===== src/rtl/slco_pkg.sv =====
// Shared types and constants for the segment label color overlay.
// Holds the palette write bundle, the RGB triple and the sector color map.
// No dependencies.
package slco_pkg;

	localparam int unsigned LABEL_W = 8;
	localparam int unsigned CHAN_W  = 8;
	localparam int unsigned HUE_W   = 9;

	localparam logic [CHAN_W-1:0] COLOR_HIGH = 8'd204;
	localparam logic [CHAN_W-1:0] COLOR_LOW  = 8'd20;

	// 360 degrees, dividend of the hue step.
	localparam logic [HUE_W-1:0] FULL_TURN = 9'd360;
	localparam logic [5:0]       SECTOR_DEG = 6'd60;
	// ceil(2^16 / 60): exact sector for every hue below 360.
	localparam logic [10:0]      SECTOR_RECIP = 11'd1093;
	// ceil(2^19 / 100): exact quotient for every mid numerator up to 20400.
	localparam logic [12:0]      MID_RECIP = 13'd5243;
	localparam logic [10:0]      MID_BASE = 11'd2040;
	localparam logic [8:0]       MID_SLOPE = 9'd306;

	localparam logic [2:0] SECTOR_RG = 3'd0;
	localparam logic [2:0] SECTOR_GR = 3'd1;
	localparam logic [2:0] SECTOR_GB = 3'd2;
	localparam logic [2:0] SECTOR_BG = 3'd3;
	localparam logic [2:0] SECTOR_BR = 3'd4;

	typedef struct packed {
		logic [CHAN_W-1:0] blue;
		logic [CHAN_W-1:0] green;
		logic [CHAN_W-1:0] red;
	} rgb_t;

	typedef struct packed {
		logic               en;
		logic [LABEL_W-1:0] addr;
		rgb_t               data;
	} pal_wr_t;

	function automatic rgb_t sector_color(input logic [2:0] sector, input logic [CHAN_W-1:0] mid);
		rgb_t c;
		case (sector)
			SECTOR_RG: begin c.red = COLOR_HIGH; c.green = mid;        c.blue = COLOR_LOW;  end
			SECTOR_GR: begin c.red = mid;        c.green = COLOR_HIGH; c.blue = COLOR_LOW;  end
			SECTOR_GB: begin c.red = COLOR_LOW;  c.green = COLOR_HIGH; c.blue = mid;        end
			SECTOR_BG: begin c.red = COLOR_LOW;  c.green = mid;        c.blue = COLOR_HIGH; end
			SECTOR_BR: begin c.red = mid;        c.green = COLOR_LOW;  c.blue = COLOR_HIGH; end
			default:   begin c.red = COLOR_HIGH; c.green = COLOR_LOW;  c.blue = mid;        end
		endcase
		return c;
	endfunction

endpackage


===== src/rtl/slco_div.sv =====
// Bit-serial restoring divider that forms the hue step 360 / plane_count.
// One quotient bit per cycle, most significant bit first. Uses slco_pkg.
module slco_div (
	input  logic                         clk,
	input  logic                         arst_n,
	input  logic                         start,
	input  logic [slco_pkg::LABEL_W-1:0] divisor,
	output logic                         done,
	output logic [slco_pkg::HUE_W-1:0]   quotient
);
	import slco_pkg::*;

	logic                busy_q;
	logic [3:0]          cnt_q;
	logic [HUE_W-1:0]    num_q;
	logic [HUE_W-1:0]    quo_q;
	logic [LABEL_W-1:0]  rem_q;
	logic                done_q;
	logic [HUE_W-1:0]    trial;
	logic                fits;

	// The remainder always stays below the divisor, so eight bits hold it.
	assign trial = {rem_q, num_q[HUE_W-1]};
	assign fits  = trial >= {1'b0, divisor};

	always_ff @(posedge clk or negedge arst_n) begin
		if (!arst_n) begin
			busy_q <= 1'b0;
			done_q <= 1'b0;
			cnt_q  <= '0;
		end else begin
			done_q <= 1'b0;
			if (start) begin
				busy_q <= 1'b1;
				cnt_q  <= 4'(HUE_W - 1);
			end else if (busy_q) begin
				if (cnt_q == '0) begin
					busy_q <= 1'b0;
					done_q <= 1'b1;
				end else begin
					cnt_q <= cnt_q - 4'd1;
				end
			end
		end
	end

	always_ff @(posedge clk) begin
		if (start) begin
			num_q <= FULL_TURN;
			rem_q <= '0;
			quo_q <= '0;
		end else if (busy_q) begin
			num_q <= {num_q[HUE_W-2:0], 1'b0};
			quo_q <= {quo_q[HUE_W-2:0], fits};
			rem_q <= fits ? LABEL_W'(trial - {1'b0, divisor}) : trial[LABEL_W-1:0];
		end
	end

	assign done     = done_q;
	assign quotient = quo_q;

endmodule


===== src/rtl/slco_palette_gen.sv =====
// Palette builder: after a nonzero plane count write it sweeps labels 1..255, forms
// each label's hue and HSV color, and writes it to the palette memory. Uses slco_div, slco_pkg.
module slco_palette_gen (
	input  logic                         clk,
	input  logic                         arst_n,
	input  logic                         cfg_we,
	input  logic [slco_pkg::LABEL_W-1:0] cfg_data,
	input  logic [slco_pkg::LABEL_W-1:0] plane_count,
	output slco_pkg::pal_wr_t            pal_wr,
	output logic                         busy
);
	import slco_pkg::*;

	typedef enum logic [2:0] {
		ST_IDLE  = 3'b001,
		ST_DIV   = 3'b010,
		ST_SWEEP = 3'b100
	} gen_state_t;

	gen_state_t          state_q;
	logic                div_done;
	logic [HUE_W-1:0]    div_quo;
	logic [HUE_W-1:0]    step_q;
	logic [LABEL_W-1:0]  lbl_q;
	logic [LABEL_W-1:0]  idx_q;
	logic [HUE_W-1:0]    hue_q;

	logic                v_s1, v_s2, v_s3, v_s4;
	logic [LABEL_W-1:0]  lbl_s1, lbl_s2, lbl_s3, lbl_s4;
	logic [2:0]          sector_s1, sector_s2, sector_s3, sector_s4;
	logic [HUE_W-1:0]    hue_s1;
	logic [5:0]          t_s2;
	logic [14:0]         x_s3;
	logic [CHAN_W-1:0]   mid_s4;

	logic [19:0]         sector_prod;
	logic [HUE_W-1:0]    sector_base;
	logic [5:0]          d;
	logic [27:0]         mid_prod;

	slco_div u_div (
		.clk      (clk),
		.arst_n   (arst_n),
		.start    (cfg_we && (cfg_data != '0)),
		.divisor  (plane_count),
		.done     (div_done),
		.quotient (div_quo)
	);

	always_ff @(posedge clk or negedge arst_n) begin
		if (!arst_n) begin
			state_q <= ST_IDLE;
		end else begin
			case (state_q)
				ST_IDLE: begin
					if (cfg_we && (cfg_data != '0)) state_q <= ST_DIV;
				end
				ST_DIV: begin
					if (div_done) state_q <= ST_SWEEP;
				end
				ST_SWEEP: begin
					if (lbl_q == '1) state_q <= ST_IDLE;
				end
				default: state_q <= ST_IDLE;
			endcase
		end
	end

	// Label and color index advance together; the hue restarts whenever the
	// index wraps at the plane count.
	always_ff @(posedge clk) begin
		if (state_q == ST_DIV) begin
			step_q <= div_quo;
			lbl_q  <= LABEL_W'(1);
			idx_q  <= '0;
			hue_q  <= '0;
		end else if (state_q == ST_SWEEP) begin
			lbl_q <= lbl_q + LABEL_W'(1);
			if (idx_q == plane_count - LABEL_W'(1)) begin
				idx_q <= '0;
				hue_q <= '0;
			end else begin
				idx_q <= idx_q + LABEL_W'(1);
				hue_q <= hue_q + step_q;
			end
		end
	end

	assign sector_prod = 20'(hue_q) * 20'(SECTOR_RECIP);
	assign sector_base = 9'(sector_s1) * 9'(SECTOR_DEG);
	assign d           = 6'(hue_s1 - sector_base);
	assign mid_prod    = 28'(x_s3) * 28'(MID_RECIP);

	always_ff @(posedge clk or negedge arst_n) begin
		if (!arst_n) begin
			v_s1 <= 1'b0;
			v_s2 <= 1'b0;
			v_s3 <= 1'b0;
			v_s4 <= 1'b0;
		end else begin
			v_s1 <= (state_q == ST_SWEEP);
			v_s2 <= v_s1;
			v_s3 <= v_s2;
			v_s4 <= v_s3;
		end
	end

	always_ff @(posedge clk) begin
		lbl_s1    <= lbl_q;
		hue_s1    <= hue_q;
		sector_s1 <= sector_prod[18:16];

		lbl_s2    <= lbl_s1;
		sector_s2 <= sector_s1;
		// Odd sectors run the mid channel backward.
		t_s2      <= sector_s1[0] ? (SECTOR_DEG - d) : d;

		lbl_s3    <= lbl_s2;
		sector_s3 <= sector_s2;
		x_s3      <= 15'(MID_BASE) + 15'(MID_SLOPE) * 15'(t_s2);

		lbl_s4    <= lbl_s3;
		sector_s4 <= sector_s3;
		mid_s4    <= mid_prod[26:19];
	end

	assign pal_wr.en   = v_s4;
	assign pal_wr.addr = lbl_s4;
	assign pal_wr.data = sector_color(sector_s4, mid_s4);

	assign busy = (state_q != ST_IDLE) || v_s1 || v_s2 || v_s3 || v_s4;

endmodule


===== config.mk =====
export PLATFORM = sky130hd
export DESIGN_NAME = slco_palette_gen
export DESIGN_NICKNAME = d
export VERILOG_FILES = /design/src/rtl/slco_pkg.sv /design/src/rtl/slco_div.sv /design/src/rtl/slco_palette_gen.sv
export SDC_FILE = /design/constraint.sdc
export NUM_CORES = 1
export LEC_CHECK = 0
export BUFFER_PORTS_ARGS = -buffer_cell sky130_fd_sc_hd__buf_2
export CAP_MARGIN = 25
export CORE_MARGIN = 5
export CORE_UTILIZATION = 60
export CTS_CLUSTER_SIZE = 20
export DETAILED_ROUTE_END_ITERATION = 10
export GPL_TIMING_DRIVEN = 1
export PLACE_DENSITY_LB_ADDON = 0.08
export SYNTH_ARGS = -nofsm -noshare
export SYNTH_HDL_FRONTEND = slang
export SYNTH_HIERARCHICAL = 1
export SYNTH_SLANG_ARGS = --single-unit

===== constraint.sdc =====
create_clock -name clk -period 5.55 [get_ports clk]
set_input_delay 1.11 -clock clk [delete_from_list [all_inputs] [get_ports clk]]
set_output_delay 1.11 -clock clk [all_outputs]
set_load 0.02 [all_outputs]

==> Word-level counts from Yosys, hierarchy flattened <==
Cells that the tools add are included.
Widths: inputs -> output; s select.
{ "op_classes": {"addsub": 9, "mul": 4, "magnitude_cmp": 1, "n_eq_ne": 14, "n_mux": 18, "reduce_logical": 11} }
{ "ops": {"columns": ["operator", "count"], "rows": [
  ["$pmux 24 s5", 1],
  ["$mul 15x13->27 const B", 1],
  ["$mul 9x11->19 const B", 1],
  ["$add 8x1->8 const B", 2],
  ["$mux 8", 2],
  ["$add 11x15->15 const A", 1],
  ["$mul 8x6->14 const A", 1],
  ["$mux 4", 3],
  ["$add 9x9->9", 1],
  ["$eq 3x2->1 const B", 3],
  ["$ge 9x8->1", 1],
  ["$mux 3", 3],
  ["$mux 9", 1],
  ["$pmux 3 s3", 1],
  ["$eq 8x8->1", 1],
  ["$eq 8x8->1 const B", 1],
  ["$reduce_bool 8->1", 1],
  ["$sub 8x1->8 const B", 1],
  ["$sub 8x8->8", 1],
  ["$eq 3x1->1 const B", 2],
  ["$eq 3x3->1 const B", 2],
  ["$mux 1", 6],
  ["$mux 6", 1],
  ["$ne 2x1->1 const B", 3],
  ["13 further kinds", 16]
]} }
{ "word_totals": {"ff_bits": 149, "in_bits": 19, "out_inout_bits": 34} }

==> Depth between registers and ports, before layout <==
Gate-level depths: netlist (run 1).
{ "logic_depth": {"depth_word": 5, "ltp_mapped": 16, "depth_no_buf": 16} }

==> Modules after synthesis <==
The synthesis (run 1) kept the hierarchy.
{ "modules_own_cells": {"columns": ["mod", "instances", "cells_each", "area_per_inst_um2"], "rows": [
  ["slco_palette_gen", 1, 861, 8862.2],
  ["slco_div", 1, 170, 1547.7]
]} }

==> Least setup slack after synthesis (run 1) <==
OpenSTA, ideal clock, no wires.
{ "synth_path": {"kind": "flip-flop to flip-flop", "from": "register x_s3[12]", "to": "register mid_s4[4]", "setup_ps": 106, "t_arrival_ps": 4290, "setup_slack_ps": 1154, "stages_incl_launch_ff": 15, "n_path_buf": 0, "synth_period_minus_slack_ps": 4396, "path_cell_list": "dfxtp_1 > ha_1 > fa_1 > fa_1 > fa_1 > inv_1 > fa_1 > inv_1 > ha_1 > a211oi_1 > o221ai_1 > a22oi_1 > nand2_1 > a2111o_1 > o311ai_0"} }
{ "synth_via": {"elab_chain_cells": 1} }
{ "synth_rtl": {"columns": ["item", "line_no", "source"], "rows": [
  ["from (decl)", "slco_palette_gen.sv:33", "logic [14:0] x_s3;"],
  ["from (signal assigned)", "slco_palette_gen.sv:120", "x_s3 <= 15'(MID_BASE) + 15'(MID_SLOPE) * 15'(t_s2);"],
  ["$mul 15x13->27", "slco_palette_gen.sv:92", "assign mid_prod = 28'(x_s3) * 28'(MID_RECIP);"],
  ["via mid_prod[23]", "slco_palette_gen.sv:39", "logic [27:0] mid_prod;"],
  ["to (signal assigned)", "slco_palette_gen.sv:124", "mid_s4 <= mid_prod[26:19];"],
  ["to (decl)", "slco_palette_gen.sv:34", "logic [CHAN_W-1:0] mid_s4;"]
]} }
The timed path passes the listed nets, and every way through them passes these cells.
A chain may end at the register's enable or synchronous reset.

==> Worst setup path after layout (run 1) <==
Ends and elaborated chain as after synthesis.

==> flow_metrics.tcl, run 1 <==
set metrics [dict create \
    tritoncts "built" \
    ys_async_sr_fraction_pct 8.784 \
    die_width_um 141.7 \
    syn_inst 1031 \
    largest_cells_by_area_after_synthesis "sky130_fd_sc_hd__dfxtp_1, sky130_fd_sc_hd__ha_1, sky130_fd_sc_hd__fa_1" \
    yosys.cell_types.count 67 \
    dp_hpwl_um 15030 \
    finalWorstPathRequiredPeriod_ns 4.814 \
    std_cell_rows 48 \
    hold_depth 0 \
    drt_wl_total_um 18220 \
    wl_per_cell_um 13.71 \
    grt_start_max_net_pins 23 \
    io-pin-count 53 \
    setup-tns-final_ns 0 \
    first_global_vias 7150 \
    mappedNetlistArea_mm2 0.01041 \
    post_cts_resize_count 0 \
    ant_nets 0 \
    slew_headroom_pct 32.65 \
    synth_seq_area_share_pct 29.96 \
    dr_total_vias 6994 \
    antennaDiodeCount 0 \
    critical_path.reg2reg.startpoint "x_s3[12]" \
    dieArea_mm2 0.02008 \
    post-synth-top-area-fraction_pct 24.23 \
    final_min_period_over_clock_period_pct 86.74 \
    grt_overflow_total 0 \
    synth_area_per_cell_um2 10.10 \
    fmaxAchievable_mhz 207.7 \
    worst_hold_startpoint "lbl_s2[3]" \
    clk_root_buffer_cell "sky130_fd_sc_hd__clkbuf_16" \
    grt.total_usage_pct 19.64 \
    antenna_found_initial 0 \
    post_synth_net_total 1302 \
    worst_path_arrival_ns 5.13 \
    synth-edff-count 9 \
    cap_violations 0 \
    routabilityCongestion 0.8365 \
    drt_first_iter_violations 189 \
    areaGrowthSynthToFinish_pct 10.40 \
    numPortBuffers 52 \
    outcome "complete, no violations" \
    timing_worst_setup_path_type "reg -> reg" \
    drt_pre_antenna_iters 4 \
    fp.coreArea_mm2 0.01718 \
    synth_flop_cell "sky130_fd_sc_hd__dfxtp_1" \
    cts_buffer_depth 2 \
    tightestPinTransition_ns 1.008 \
    worst-endpoint-required_ns 5.86 \
    worst-r2r-setup-slack_ns 0.74 \
    clock-skew-final_ns 0.01121 \
    cp-start-kind "flip-flop" \
    layout.filler_cells 1419 \
    maxSlewViolCount 0 \
    grt_pass1_wl_um 32370 \
    clk_latency_ns 0.42 \
    setup-violations-final 0 \
    drt_drc_violations_left 0 \
    hold_viol_final 0 \
    cts_post_setup_buffers_inserted 0 \
    worst_path_maximum_fanout 7 \
    layout-drive-gt1-share_pct 9.601 \
    floorplan.initialDensity_pct 60.61 \
    tritoncts_num_sinks 148 \
    whs_endpoint "lbl_s3[3]" \
    endpoint_kind "flip-flop" \
    ctsHtreeMaxLevel 4 \
    chipHeight_um 141.7 \
    r2r-end "mid_s4[4]" \
    synthesis.yosys.warnings 6 \
    numCtsBuffers 17 \
    layout.nets 1362 \
    holdBufCountCts 0 \
    clk_pin_slew_worst_paths_ns 0.06 \
    synth.largest_area_cell "sky130_fd_sc_hd__dfxtp_1" \
    postSynthRegisterBits 148 \
    grt_setup_unrepaired "no" \
    drt-vias-per-instance 5.263 \
    hold_class "reg -> reg" \
    ff2ff_path_depth 14 \
]
==> stage by stage <==
stage,instances,util (%),hold slack [ns],setup WS (ns),area (um2)
2_1_floorplan,1031,-,0.3096,1.154,10410
4_1_cts,1329,66.91,0.3238,0.6867,11490
3_3_place_gp,1297,63.53,0.3100,0.8579,10910
5_1_grt,1329,66.91,0.3288,0.4680,11490
3_5_place_dp,1297,63.53,0.3121,0.6990,10910
6_report,1329,66.91,0.3222,0.7361,11490
==> sequential cells by signal, summed over array words and instances (netlist names), 9 cells and up <==
| register | count |
|---|---|
| hue_q | 9 |
| step_q | 9 |
| u_div/quotient | 9 |
| x_s3 | 14 |
==> worst max-delay path: stages (launching register included) <==
cell                       delay [ns]
sky130_fd_sc_hd__dfxtp_1         0.59
sky130_fd_sc_hd__ha_1            0.35
sky130_fd_sc_hd__fa_1            0.54
sky130_fd_sc_hd__fa_1            0.43
sky130_fd_sc_hd__fa_1            0.49
sky130_fd_sc_hd__inv_1           0.05
sky130_fd_sc_hd__fa_1            0.52
sky130_fd_sc_hd__inv_1           0.04
sky130_fd_sc_hd__ha_1            0.31
sky130_fd_sc_hd__a211oi_1        0.24
sky130_fd_sc_hd__o221ai_1        0.19
sky130_fd_sc_hd__a22oi_1         0.32
sky130_fd_sc_hd__nand2_1         0.15
sky130_fd_sc_hd__a2111o_1        0.38
sky130_fd_sc_hd__o311ai_0        0.09
==> cell usage after synthesis, types with 13 or more instances <==
| library cell | count |
|---|---|
| sky130_fd_sc_hd__xor2_1 | 27 |
| sky130_fd_sc_hd__inv_1 | 159 |
| sky130_fd_sc_hd__nand2_1 | 55 |
| sky130_fd_sc_hd__a21o_1 | 15 |
| sky130_fd_sc_hd__nor2_1 | 53 |
| sky130_fd_sc_hd__o21ai_0 | 39 |
| sky130_fd_sc_hd__dfxtp_1 | 126 |
| sky130_fd_sc_hd__fa_1 | 76 |
| sky130_fd_sc_hd__ha_1 | 176 |
| sky130_fd_sc_hd__a21oi_1 | 33 |
| sky130_fd_sc_hd__xnor2_1 | 38 |
| sky130_fd_sc_hd__mux2i_1 | 16 |
| sky130_fd_sc_hd__nor3_1 | 13 |
==> routing by layer <==
layer	vias to the layer above	track usage [%]	wire length, um
met5	-	0	0
met4	0	5.657	261
met3	16	3.640	498
met2	83	35.67	9428
met1	3278	23.71	8032
li1	3617	-	-
==> layout by cell type (no fill, tap or decap), types with 17 or more instances in the layout <==
master                      synthesis  final
sky130_fd_sc_hd__fa_1              76     76
sky130_fd_sc_hd__a21oi_1           33     33
sky130_fd_sc_hd__dfxtp_1          126    126
sky130_fd_sc_hd__nand2_1           55     55
sky130_fd_sc_hd__ha_1             176    176
sky130_fd_sc_hd__xnor2_1           38     38
sky130_fd_sc_hd__xor2_1            27     27
sky130_fd_sc_hd__buf_2              2     52
sky130_fd_sc_hd__o21ai_0           39     39
sky130_fd_sc_hd__inv_1            159    159
sky130_fd_sc_hd__clkbuf_16          0     17
sky130_fd_sc_hd__nor2_1            53     53
==> cell families after synthesis <==
| kind of cell | share of synthesized area (%) |
|---|---|
| simple gates | 10.55 |
| buf+inv | 6.298 |
| mux | 1.538 |
| fa+ha+maj | 35.77 |
| flops | 29.96 |
| compound gates | 10.41 |
| xor+xnor | 5.469 |
==> worst max path at each step <==
stage,startpoint,end,slack (ns)
6_report,x_s3[12],mid_s4[4],0.74
5_1_grt,x_s3[12],mid_s4[4],0.47
4_1_cts,x_s3[12],mid_s4[4],0.69
3_5_place_dp,x_s3[12],mid_s4[4],0.70
3_3_place_gp,x_s3[12],mid_s4[4],0.86
2_1_floorplan,x_s3[12],mid_s4[4],1.15
==> area by class of cell <==
cell class | count | area [um2] | area share, %
well taps | 225 | 281.5 | 2.450
clock inverters | 14 | 141.4 | 1.230
clock buffers | 18 | 439.2 | 3.821
repair buffers | 54 | 275.3 | 2.395
flip-flops and latches | 148 | 3119 | 27.14
inverters | 160 | 600.6 | 5.226
multi-input cells | 710 | 6635 | 57.74
Power of run 1 is left out: the tool's default activity adds up to more than one toggle a clock period on the data nets, which glitch-free logic cannot reach.
==> run 2: changes to the inputs <==
Clock period 5.55 ns to 5.1 ns, I/O delays scaled along.
==> run 2 against run 1 <==
Effect of this change: final cell count barely moved; global-route usage rose by 0.057 points; register-to-register slack got worse by 0.41 ns; clock skew fell by 0.0035 ns; routed wire length rose by 1.5%; highest routed layer unchanged; clock-buffer cell count rose by 2; maximum frequency rose by 0.84%; worst hold slack improved by 0.0020 ns; design area rose by 0.32%; sequential share of layout area fell by 0.085 points.
==> flow_metrics.tcl, run 2 (synthesis results as in run 1) <==
set metrics [dict create \
    outcome "complete, no violations" \
    tritoncts "built" \
    io-pin-count 53 \
    die_width_um 141.7 \
    drt_first_iter_violations 242 \
    path_cells "ha_1, fa_1, fa_1, fa_1, inv_1, fa_1, inv_1, ha_1, a211oi_1, o221ai_1, a22oi_1, nand2_1, a2111o_1, o311ai_0" \
    critical_path_top_delay_cell "sky130_fd_sc_hd__dfxtp_1" \
    cts_post_setup_buffers_inserted 0 \
    grt_pass1_wl_um 32320 \
    tightestPinTransition_ns 1.009 \
    worst_path_maximum_fanout 7 \
    fp.coreArea_mm2 0.01718 \
    holdBufCountCts 0 \
    finalWorstPathRequiredPeriod_ns 4.774 \
    hold_class "reg -> reg" \
    layout-drive-gt1-share_pct 9.593 \
    final_min_period_over_clock_period_pct 93.60 \
    clk_root_buffer_cell "sky130_fd_sc_hd__clkbuf_16" \
    drt_wl_total_um 18490 \
    layout.nets 1363 \
    maxSlewViolCount 0 \
    most_common_cell_type_on_the_critical_path "sky130_fd_sc_hd__fa_1" \
    grt_setup_unrepaired "no" \
    ant_nets 0 \
    dieArea_mm2 0.02008 \
    std_cell_rows 48 \
    slew_headroom_pct 32.64 \
    timing.critical_path.slowest_cell_delay_ns 0.58 \
    top_library_cells_by_usage_in_the_layout_fill_and_taps_aside "sky130_fd_sc_hd__ha_1, sky130_fd_sc_hd__inv_1, sky130_fd_sc_hd__dfxtp_1" \
    dp_hpwl_um 15240 \
    tritoncts_num_sinks 148 \
    drt-vias-per-instance 5.312 \
    drt_pre_antenna_iters 4 \
    floorplan.initialDensity_pct 60.61 \
    clk_latency_ns 0.42 \
    wl_per_cell_um 13.90 \
    first_global_vias 7144 \
    numCtsBuffers 17 \
    fmaxAchievable_mhz 209.5 \
    timing_worst_setup_path_type "reg -> reg" \
    layout.filler_cells 1415 \
    clk_pin_slew_worst_paths_ns 0.06 \
    worst_path_arrival_ns 5.09 \
    ctsHtreeMaxLevel 4 \
    drt_drc_violations_left 0 \
    endpoint_kind "flip-flop" \
    grt_start_max_net_pins 23 \
    mostFrequentLayoutCell "sky130_fd_sc_hd__ha_1" \
    worst-endpoint-required_ns 5.42 \
    worst-path-buf-inv 2 \
    cp-start-kind "flip-flop" \
    largest_reg_flops 14 \
    antenna_found_initial 0 \
    setup-violations-final 0 \
    worst_path_dominant_cell_family "adder cells" \
    areaGrowthSynthToFinish_pct 10.75 \
    dr_total_vias 7065 \
    cts_buffer_depth 2 \
    chipHeight_um 141.7 \
    numPortBuffers 52 \
    max_flop_register "x_s3" \
    setup-tns-final_ns 0 \
    grt_overflow_total 0 \
    post_cts_resize_count 0 \
    routabilityCongestion 0.8490 \
    hold_viol_final 0 \
    antennaDiodeCount 0 \
    clock-skew-final_ns 0.007755 \
    grt.total_usage_pct 19.70 \
    cap_violations 0 \
]
[run 2: worst paths after layout]
kind	start	endpoint	slack (ns)	cells past startpoint
worst min-delay path	sector_s2[0]	sector_s3[0]	0.32	0
max in group asynchronous	arst_n	state_q[0]	4.35	1
worst min register to register	sector_s2[0]	sector_s3[0]	0.32	0
worst max-delay path	x_s3[12]	mid_s4[4]	0.33	14
worst max register to register	x_s3[12]	mid_s4[4]	0.33	14
min in group asynchronous	arst_n	u_div/cnt_q[1]	0.47	1
[run 2: worst reg2reg max path, delay by kind of cell (launching register included)]
kind                     cells  cell delay (ns)
AND/OR/NAND/NOR              1             0.15
AO/OA/AOI/OAI                5             1.20
adder cells (fa/ha/maj)      6             2.64
buffers and inverters        2             0.10
flip-flops                   1             0.58
[run 2: area by class of cell]
| type | instances | area, um2 | area share [%] |
|---|---|---|---|
| clock inverters | 12 | 141.4 | 1.226 |
| flip-flops and latches | 148 | 3119 | 27.06 |
| clock buffers | 20 | 467.9 | 4.059 |
| inverters | 160 | 600.6 | 5.209 |
| well taps | 225 | 281.5 | 2.442 |
| repair buffers | 55 | 282.8 | 2.453 |
| multi-input cells | 710 | 6635 | 57.55 |
[run 2: per-layer routing]
layer / vias up / GRT usage (%) / wire length [um]
li1: 3608 / - / -
met1: 3343 / 24.19 / 8155
met2: 88 / 35.07 / 9454
met3: 26 / 3.876 / 539
met4: 0 / 5.808 / 338
met5: - / 0 / 0
[run 2: metrics by stage]
step                worst slack [ns]  hold slack (ns)  instance area, um2  std cells  utilization (%)
finish                        0.3263           0.3242               11530       1330            67.12
detailed placement            0.3020           0.3121               10920       1298            63.57
CTS                           0.3077           0.3261               11530       1330            67.12
floorplan                     0.7038           0.3096               10410       1031                -
global placement              0.3993           0.3100               10920       1298            63.57
global route                 0.04036           0.3279               11530       1330            67.12
Power of run 2 is left out for the same reason.
==> run 3: changes to the inputs <==
Settings changed: ABC_AREA set to 1.
==> run 3 against run 2 <==
Effect of this change: maximum frequency grew 9.5%; sequential share of layout area shrank 2.0 points; sequential cell count is the same; first-iteration DRC count grew 43%; global-route usage grew 2.3 points; worst setup slack gained 0.42 ns; final cell count grew 26%; non-clock buffer count grew 2; area after synthesis grew 8.9%; critical endpoint unchanged.
==> flow_metrics.tcl, run 3 <==
set metrics [dict create \
    cp-start-kind "flip-flop" \
    yosys.cell_types.count 50 \
    synthesis.yosys.warnings 6 \
    timing_worst_setup_path_type "reg -> reg" \
    numCtsBuffers 17 \
    clk_latency_ns 0.42 \
    largest_reg_flops 14 \
    synth.top_cells.by_count "sky130_fd_sc_hd__inv_1, sky130_fd_sc_hd__nand2_1, sky130_fd_sc_hd__ha_1" \
    setup-tns-final_ns 0 \
    layout.filler_cells 1575 \
    std_cell_rows 50 \
    io-pin-count 53 \
    tritoncts_num_sinks 148 \
    clk_pin_slew_worst_paths_ns 0.07 \
    grt_setup_unrepaired "no" \
    drt_wl_total_um 22470 \
    synth_seq_area_share_pct 27.52 \
    outcome "complete, no violations" \
    drt_pre_antenna_iters 4 \
    antenna_found_initial 0 \
    syn_inst 1363 \
    critical_path_top_delay_cell "sky130_fd_sc_hd__dfxtp_1" \
    hold_class "reg -> reg" \
    timing.critical_path.slowest_cell_delay_ns 0.59 \
    die_width_um 147.4 \
    mappedNetlistArea_mm2 0.01133 \
    worst_path_maximum_fanout 7 \
    floorplan.initialDensity_pct 60.79 \
    synth.largest_area_cell "sky130_fd_sc_hd__dfxtp_1" \
    dieArea_mm2 0.02174 \
    numPortBuffers 52 \
    layout-drive-gt1-share_pct 8.056 \
    drt_first_iter_violations 346 \
    cap_violations 0 \
    top_library_cells_by_usage_in_the_layout_fill_and_taps_aside "sky130_fd_sc_hd__inv_1, sky130_fd_sc_hd__nand2_1, sky130_fd_sc_hd__ha_1" \
    fp.coreArea_mm2 0.01864 \
    dr_total_vias 8629 \
    post_synth_net_total 1634 \
    dp_hpwl_um 18570 \
    ctsHtreeMaxLevel 4 \
    synth-edff-count 9 \
    ant_nets 0 \
    layout.nets 1698 \
    max_flop_register "x_s3" \
    drt-vias-per-instance 5.155 \
    postSynthRegisterBits 148 \
    worst-endpoint-required_ns 5.40 \
    cts_post_setup_buffers_inserted 0 \
    post_cts_resize_count 0 \
    wl_per_cell_um 13.42 \
    cts_buffer_depth 2 \
    fmaxAchievable_mhz 229.4 \
    clk_root_buffer_cell "sky130_fd_sc_hd__clkbuf_16" \
    finalWorstPathRequiredPeriod_ns 4.359 \
    areaGrowthSynthToFinish_pct 9.815 \
    maxSlewViolCount 0 \
    routabilityCongestion 0.8930 \
    endpoint_kind "flip-flop" \
    final_min_period_over_clock_period_pct 85.47 \
    grt.total_usage_pct 22.00 \
    tritoncts "built" \
    largest_cells_by_area_after_synthesis "sky130_fd_sc_hd__dfxtp_1, sky130_fd_sc_hd__ha_1, sky130_fd_sc_hd__fa_1" \
    first_global_vias 8565 \
    post-synth-top-count-cell "sky130_fd_sc_hd__inv_1" \
    ys_async_sr_fraction_pct 8.784 \
    setup-violations-final 0 \
    path_cells "fa_1, ha_1, inv_1, fa_1, inv_1, fa_1, inv_1, fa_1, inv_1, ha_1, a21oi_1, o21ai_0, a21oi_1, nand3_1, xor2_1" \
    slew_headroom_pct 69.03 \
    grt_overflow_total 0 \
    worst_path_arrival_ns 4.66 \
    tightestPinTransition_ns 0.4640 \
    post-synth-top-area-fraction_pct 22.26 \
    grt_start_max_net_pins 26 \
    hold_viol_final 0 \
    mostFrequentLayoutCell "sky130_fd_sc_hd__inv_1" \
    clock-skew-final_ns 0.009449 \
    chipHeight_um 147.4 \
    synth_flop_cell "sky130_fd_sc_hd__dfxtp_1" \
    grt_pass1_wl_um 39390 \
    antennaDiodeCount 0 \
    synth_area_per_cell_um2 8.315 \
    drt_drc_violations_left 0 \
    holdBufCountCts 0 \
]
==> run 3: cell types whose count changed in the layout (fill, tap and decap cells not counted), sizes merged, moves of 9 or more <==
cell   delta
mux2i    -16
and2     -11
o22ai    +12
nand4    +10
and3     -11
a21oi    +19
nand2   +197
nor2     +47
inv     +119
nand3    +76
xnor2    -21
or3       -9
==> run 3: layer usage <==
layer	track usage [%]	part of all wire (%)	routed length, um
met1	27.93	46	10260
met5	0	0	0
met4	6.943	2.2	488
met2	38.78	49	11040
met3	3.342	3.0	680
==> run 3: worst paths after layout <==
| check | endpoint | cells after the start | start | slack (ns) |
|---|---|---|---|---|
| worst max-delay path | mid_s4[4] | 15 | x_s3[12] | 0.74 |
| worst min-delay path | lbl_s4[2] | 0 | lbl_s3[2] | 0.32 |
| worst max register to register | mid_s4[4] | 15 | x_s3[12] | 0.74 |
| worst min register to register | lbl_s4[2] | 0 | lbl_s3[2] | 0.32 |
| max in group asynchronous | state_q[0] | 1 | arst_n | 4.36 |
| min in group asynchronous | v_s2 | 1 | arst_n | 0.47 |
==> run 3: worst max-delay path, delay by kind of cell, from the launching register on <==
kind                       cells  cell delay [ns]
adders and majority gates      6             2.65
DFF                            1             0.59
AOI/OAI and AO/OA              3             0.51
buffers and inverters          4             0.18
xor gates and xnor gates       1             0.16
and+or+nand+nor                1             0.13
==> run 3: per-stage QoR <==
| stage | hold slack, ns | setup slack (ns) | std cells | cell area, um2 | util [%] |
|---|---|---|---|---|---|
| 2_1_floorplan | 0.3096 | 1.045 | 1363 | 11330 | - |
| 3_3_place_gp | 0.3101 | 0.7957 | 1642 | 11840 | 63.53 |
| 3_5_place_dp | 0.3121 | 0.7243 | 1642 | 11840 | 63.53 |
| 4_1_cts | 0.3219 | 0.7155 | 1674 | 12450 | 66.76 |
| 5_1_grt | 0.3273 | 0.3827 | 1674 | 12450 | 66.76 |
| 6_report | 0.3212 | 0.7413 | 1674 | 12450 | 66.76 |
==> run 3: logic make-up after synthesis <==
logic type / count (synthesis) / synth area share (%)
AND/OR/NAND/NOR: 493 / 19.33
buffers and inverters: 288 / 9.847
adder cells (fa/ha/maj): 252 / 32.85
flip-flops: 148 / 27.52
AO/OA/AOI/OAI: 139 / 7.121
XOR/XNOR: 43 / 3.323
==> run 3: final cells by class <==
cell class | instances | area (um2) | area share (%)
multi-input combinational | 927 | 7098 | 57.03
timing repair buffer | 57 | 297.8 | 2.393
clock buffer | 17 | 425.4 | 3.418
inverter | 276 | 1036 | 8.324
tap | 234 | 292.8 | 2.352
sequential | 148 | 3119 | 25.06
clock inverter | 15 | 176.4 | 1.418
Power of run 3 is left out for the same reason.
